$ cat src/design/gn3d_ram.sv
module gn3d_ram #(
   parameter int WIDTH = 8,
   parameter int DEPTH = 256
) (
   input  logic                     clock,
   input  logic                     wr_en,
   input  logic [$clog2(DEPTH)-1:0] wr_addr,
   input  logic [WIDTH-1:0]         wr_data,
   input  logic                     rd_en,
   input  logic [$clog2(DEPTH)-1:0] rd_addr_a,
   input  logic [$clog2(DEPTH)-1:0] rd_addr_b,
   output logic [WIDTH-1:0]         rd_data_a,
   output logic [WIDTH-1:0]         rd_data_b
);

   logic [WIDTH-1:0] mem_ff [DEPTH];
   logic [WIDTH-1:0] rd_a_ff;
   logic [WIDTH-1:0] rd_b_ff;

   // one write port, two registered read ports
   always_ff @(posedge clock) begin
      if (wr_en) begin
         mem_ff[wr_addr] <= wr_data;
      end
      if (rd_en) begin
         rd_a_ff <= mem_ff[rd_addr_a];
         rd_b_ff <= mem_ff[rd_addr_b];
      end
   end

   assign rd_data_a = rd_a_ff;
   assign rd_data_b = rd_b_ff;

endmodule

$ cat config.mk
export PLATFORM = sky130hd
export DESIGN_NAME = gn3d_ram
export DESIGN_NICKNAME = d
export VERILOG_FILES = /design/src/design/gn3d_ram.sv
export SDC_FILE = /design/constraint.sdc
export NUM_CORES = 2
export LEC_CHECK = 0
export BUFFER_PORTS_ARGS = -buffer_cell sky130_fd_sc_hd__buf_2
export CORE_ASPECT_RATIO = 1.25
export CORE_MARGIN = 3
export CORE_UTILIZATION = 30
export CTS_BUF_LIST = sky130_fd_sc_hd__clkbuf_16
export DETAILED_ROUTE_END_ITERATION = 12
export GPL_ROUTABILITY_DRIVEN = 1
export PLACE_DENSITY_LB_ADDON = 0.05
export SYNTH_ARGS = -nofsm -noshare
export SYNTH_HDL_FRONTEND = slang
export SYNTH_SLANG_ARGS = --single-unit
$ cat constraint.sdc
create_clock -name clock -period 2.15 [get_ports clock]
set_input_delay 0 -clock clock [delete_from_list [all_inputs] [get_ports clock]]
set_output_delay 0 -clock clock [all_outputs]
set_load 0.01 [all_outputs]
==> flow_summary.ini <==
[timing]
drv_slew = 0
skew_ns = 0.0600
final.period_utilization_pct = 122
hold_viol = 0
setup_slack_ns = -0.478
max_freq_mhz = 381
slew_headroom_pct = 4.93
setup_violations = 16
tightest_slew_ns = 1.42
tns_ns = -4.64
rsz0062_at_grt = true
layout_min_cycle_time_ns = 2.63

[floorplan]
fp.dieH_um = 642
die_w_um = 515
coreArea_sq_mm = 0.321
start_util_pct = 30.3
rows = 232
pin_count = 51
die-area_sq_mm = 0.331

[route]
wire_per_inst_um = 37.2
firstDrtPassIters = 6
routed_wl_mm = 389
via_count = 57200
postRouteAntennaNets = 0
drc_errors = 0
drtIter0Drc = 5784
vias_per_cell = 5.46

[worst_setup_path]
critPathKind = reg -> reg
crit_arrival_ns = 3.29
required_ns = 2.81
critical_path.max_fanout = 2
crit_start = mem_ff[155][7]
crit_path_start_kind = register
worst_setup_path_end_kind = register
timing.rr.start = mem_ff[155][7]

[synthesis]
synth_fp_nets = 4882
synth_top_area_share_pct = 63.8
yosys.area.top_type = edfxtp_1
synth.most_common_cell = edfxtp_1
synth_edf_count = 2064
synth_flop_cell = edfxtp_1
synth_async_sr_flop_share_pct = 0
syn_inst = 4847
yosysSeqAreaShare_pct = 63.8
synth.distinct_cells = 64
ys_seq_elements = 2064
avgSynthCellArea_sq_um = 20.0
yosys-top-cells-area = edfxtp_1 (64%), mux4_2 (24%), mux2i_1 (2.4%)
synth_common_cells = edfxtp_1 (2064), mux4_2 (1051), nor2_1 (298)
yosys_warnings = 0
syn_area_sq_mm = 0.0971

[cells_and_area]
drive_above_1_share_pct = 46.4
post-route-util_pct = 37.7
syn_to_final_growth_pct = 24.3
final_net_count = 6093

[pwr]
p_leak_nw = 40.1
p_per_area_mw_per_mm2 = 778
ir_drop_v = 0.000610

[placed_design]
dpl.hpwl_mm = 280
gp_congestion = 0.866
portBuffers = 50

[grt]
grt_overflow = 0
grt_max_degree = 81
grt_pass1_vias = 59800
top_usage_layer = met2
grt_util_met3_pct = 3.84
met1_usage_pct = 31.5
antenna_found_initial = 31
track_usage_pct = 23.3
use_met2_pct = 39.2
grt_pass1_wl_mm = 528

[clock_tree]
cts_made_buffers = 232
clk-insertion-delay-late_ns = 0.94
cts.sinks = 2064
clock_path_buffers = 4
root_buffer = clkbuf_16
tritoncts = done
path_clk_slew_ns = 0.07
htree_levels = 4

[status]
violations = setup timing
status = complete, but fails checks

[run]
drv_cap = 0

[hold_path]
holdCritPathClass = in -> reg
holdCritStartpoint = wr_data[3]
-- power by group --
| part | total [mW] | switching, mW | internal, mW |
|---|---|---|---|
| Clock | 39.5 | 17.1 | 22.4 |
| Combinational | 9.98 | 5.77 | 4.22 |
| Sequential | 44.5 | 0.130 | 44.4 |
| Total | 94.0 | 23.0 | 71.0 |
-- timing repair --
item | CTS | global route
endpoints found under the hold margin | 2546 | 0
setup endpoints to repair | 16 | 17
gates cloned | 0 | 0
setup buffers | 5 | 2
hold buffers | 25 | 0
pin swaps | 39 | 22
resized for setup | 132 | 35
-- kinds of logic (layout without fill, tap and decap cells) --
family | after synthesis | count (layout) | synth area share, %
compound gates | 466 | 466 | 3.53
mux | 1325 | 1325 | 27.2
other cells | 0 | 12 | 0
buf+inv | 401 | 1801 | 2.73
simple gates | 591 | 591 | 2.69
flops | 2064 | 2064 | 63.8
-- state kept, by name, summed over array words and instances, names as in the netlist --
register	cells
mem_ff	2048
rd_data_a	8
rd_data_b	8
-- worst max-delay path, cell delays in order, from the launching register on --
cell and delay [ns]:
edfxtp_1 0.38, mux4_2 0.51, mux4_2 0.64, mux2_4 0.34, a221oi_4 0.28, buf_6 0.18
nor4_2 0.04
-- worst paths after layout --
kind / end / slack [ns] / cells past startpoint
max: rd_data_a[7] / -0.48 / 6
min: mem_ff[211][3] / 0.09 / 2
max reg2reg: rd_data_a[7] / -0.48 / 6
min reg2reg: rd_data_b[7] / 1.14 / 5
-- cell usage in the layout (no fill, tap or decap), drive strengths merged, types with 9 or more instances in the layout --
cell type / netlist / routed
a211oi: 28 / 28
a21oi: 79 / 79
a221o: 10 / 10
a221oi: 37 / 37
a22o: 22 / 22
a22oi: 62 / 62
a2bb2oi: 9 / 9
and2: 12 / 12
buf: 258 / 1345
bufinv: 0 / 23
clkbuf: 137 / 235
clkinv: 4 / 106
diode: 0 / 12
dlygate4sd3: 0 / 25
edfxtp: 2064 / 2064
inv: 2 / 61
mux2: 38 / 38
mux2i: 236 / 236
mux4: 1051 / 1051
nand2: 114 / 114
nand2b: 11 / 11
nand3: 52 / 52
nand4: 13 / 13
nor2: 299 / 299
nor2b: 27 / 27
nor3: 21 / 21
o211ai: 13 / 13
o21ai: 37 / 37
o221ai: 67 / 67
o22ai: 48 / 48
o31ai: 11 / 11
-- through the flow --
| step | setup slack, ns | total power, mW | hold slack [ns] | cells | cell area, sq um |
|---|---|---|---|---|---|
| final | -0.478 | 94.0 | 0.0927 | 10500 | 121000 |
| after global routing | -0.537 | 96.9 | 0.0462 | 10500 | 121000 |
| after CTS | -0.510 | 95.2 | 0.0181 | 10500 | 121000 |
| after detailed placement | -1.65 | 55.2 | 0.384 | 10000 | 112000 |
| after global placement | -1.63 | 55.2 | 0.387 | 10000 | 112000 |
| after floorplan | 0.00714 | 49.7 | 0.0989 | 4847 | 97200 |
-- routing by layer --
metal | share of wire [%] | vias up
li1 | - | 23600
met1 | 42 | 31400
met2 | 49 | 1816
met3 | 5.7 | 391
met4 | 2.6 | 4
met5 | 0.0067 | -
-- final cells by class --
class                   count  area, sq um
fillers                 29400       200000
flip-flops and latches   2064        62000
multi-input cells        2382        33300
repair buffers           1372        12800
clock buffers             233         5830
well taps                4212         5270
clock inverters           190         1550
diodes                     12         30.0
inverters                   6         27.5
No activity file was read; power rests on OpenSTA's default activity.
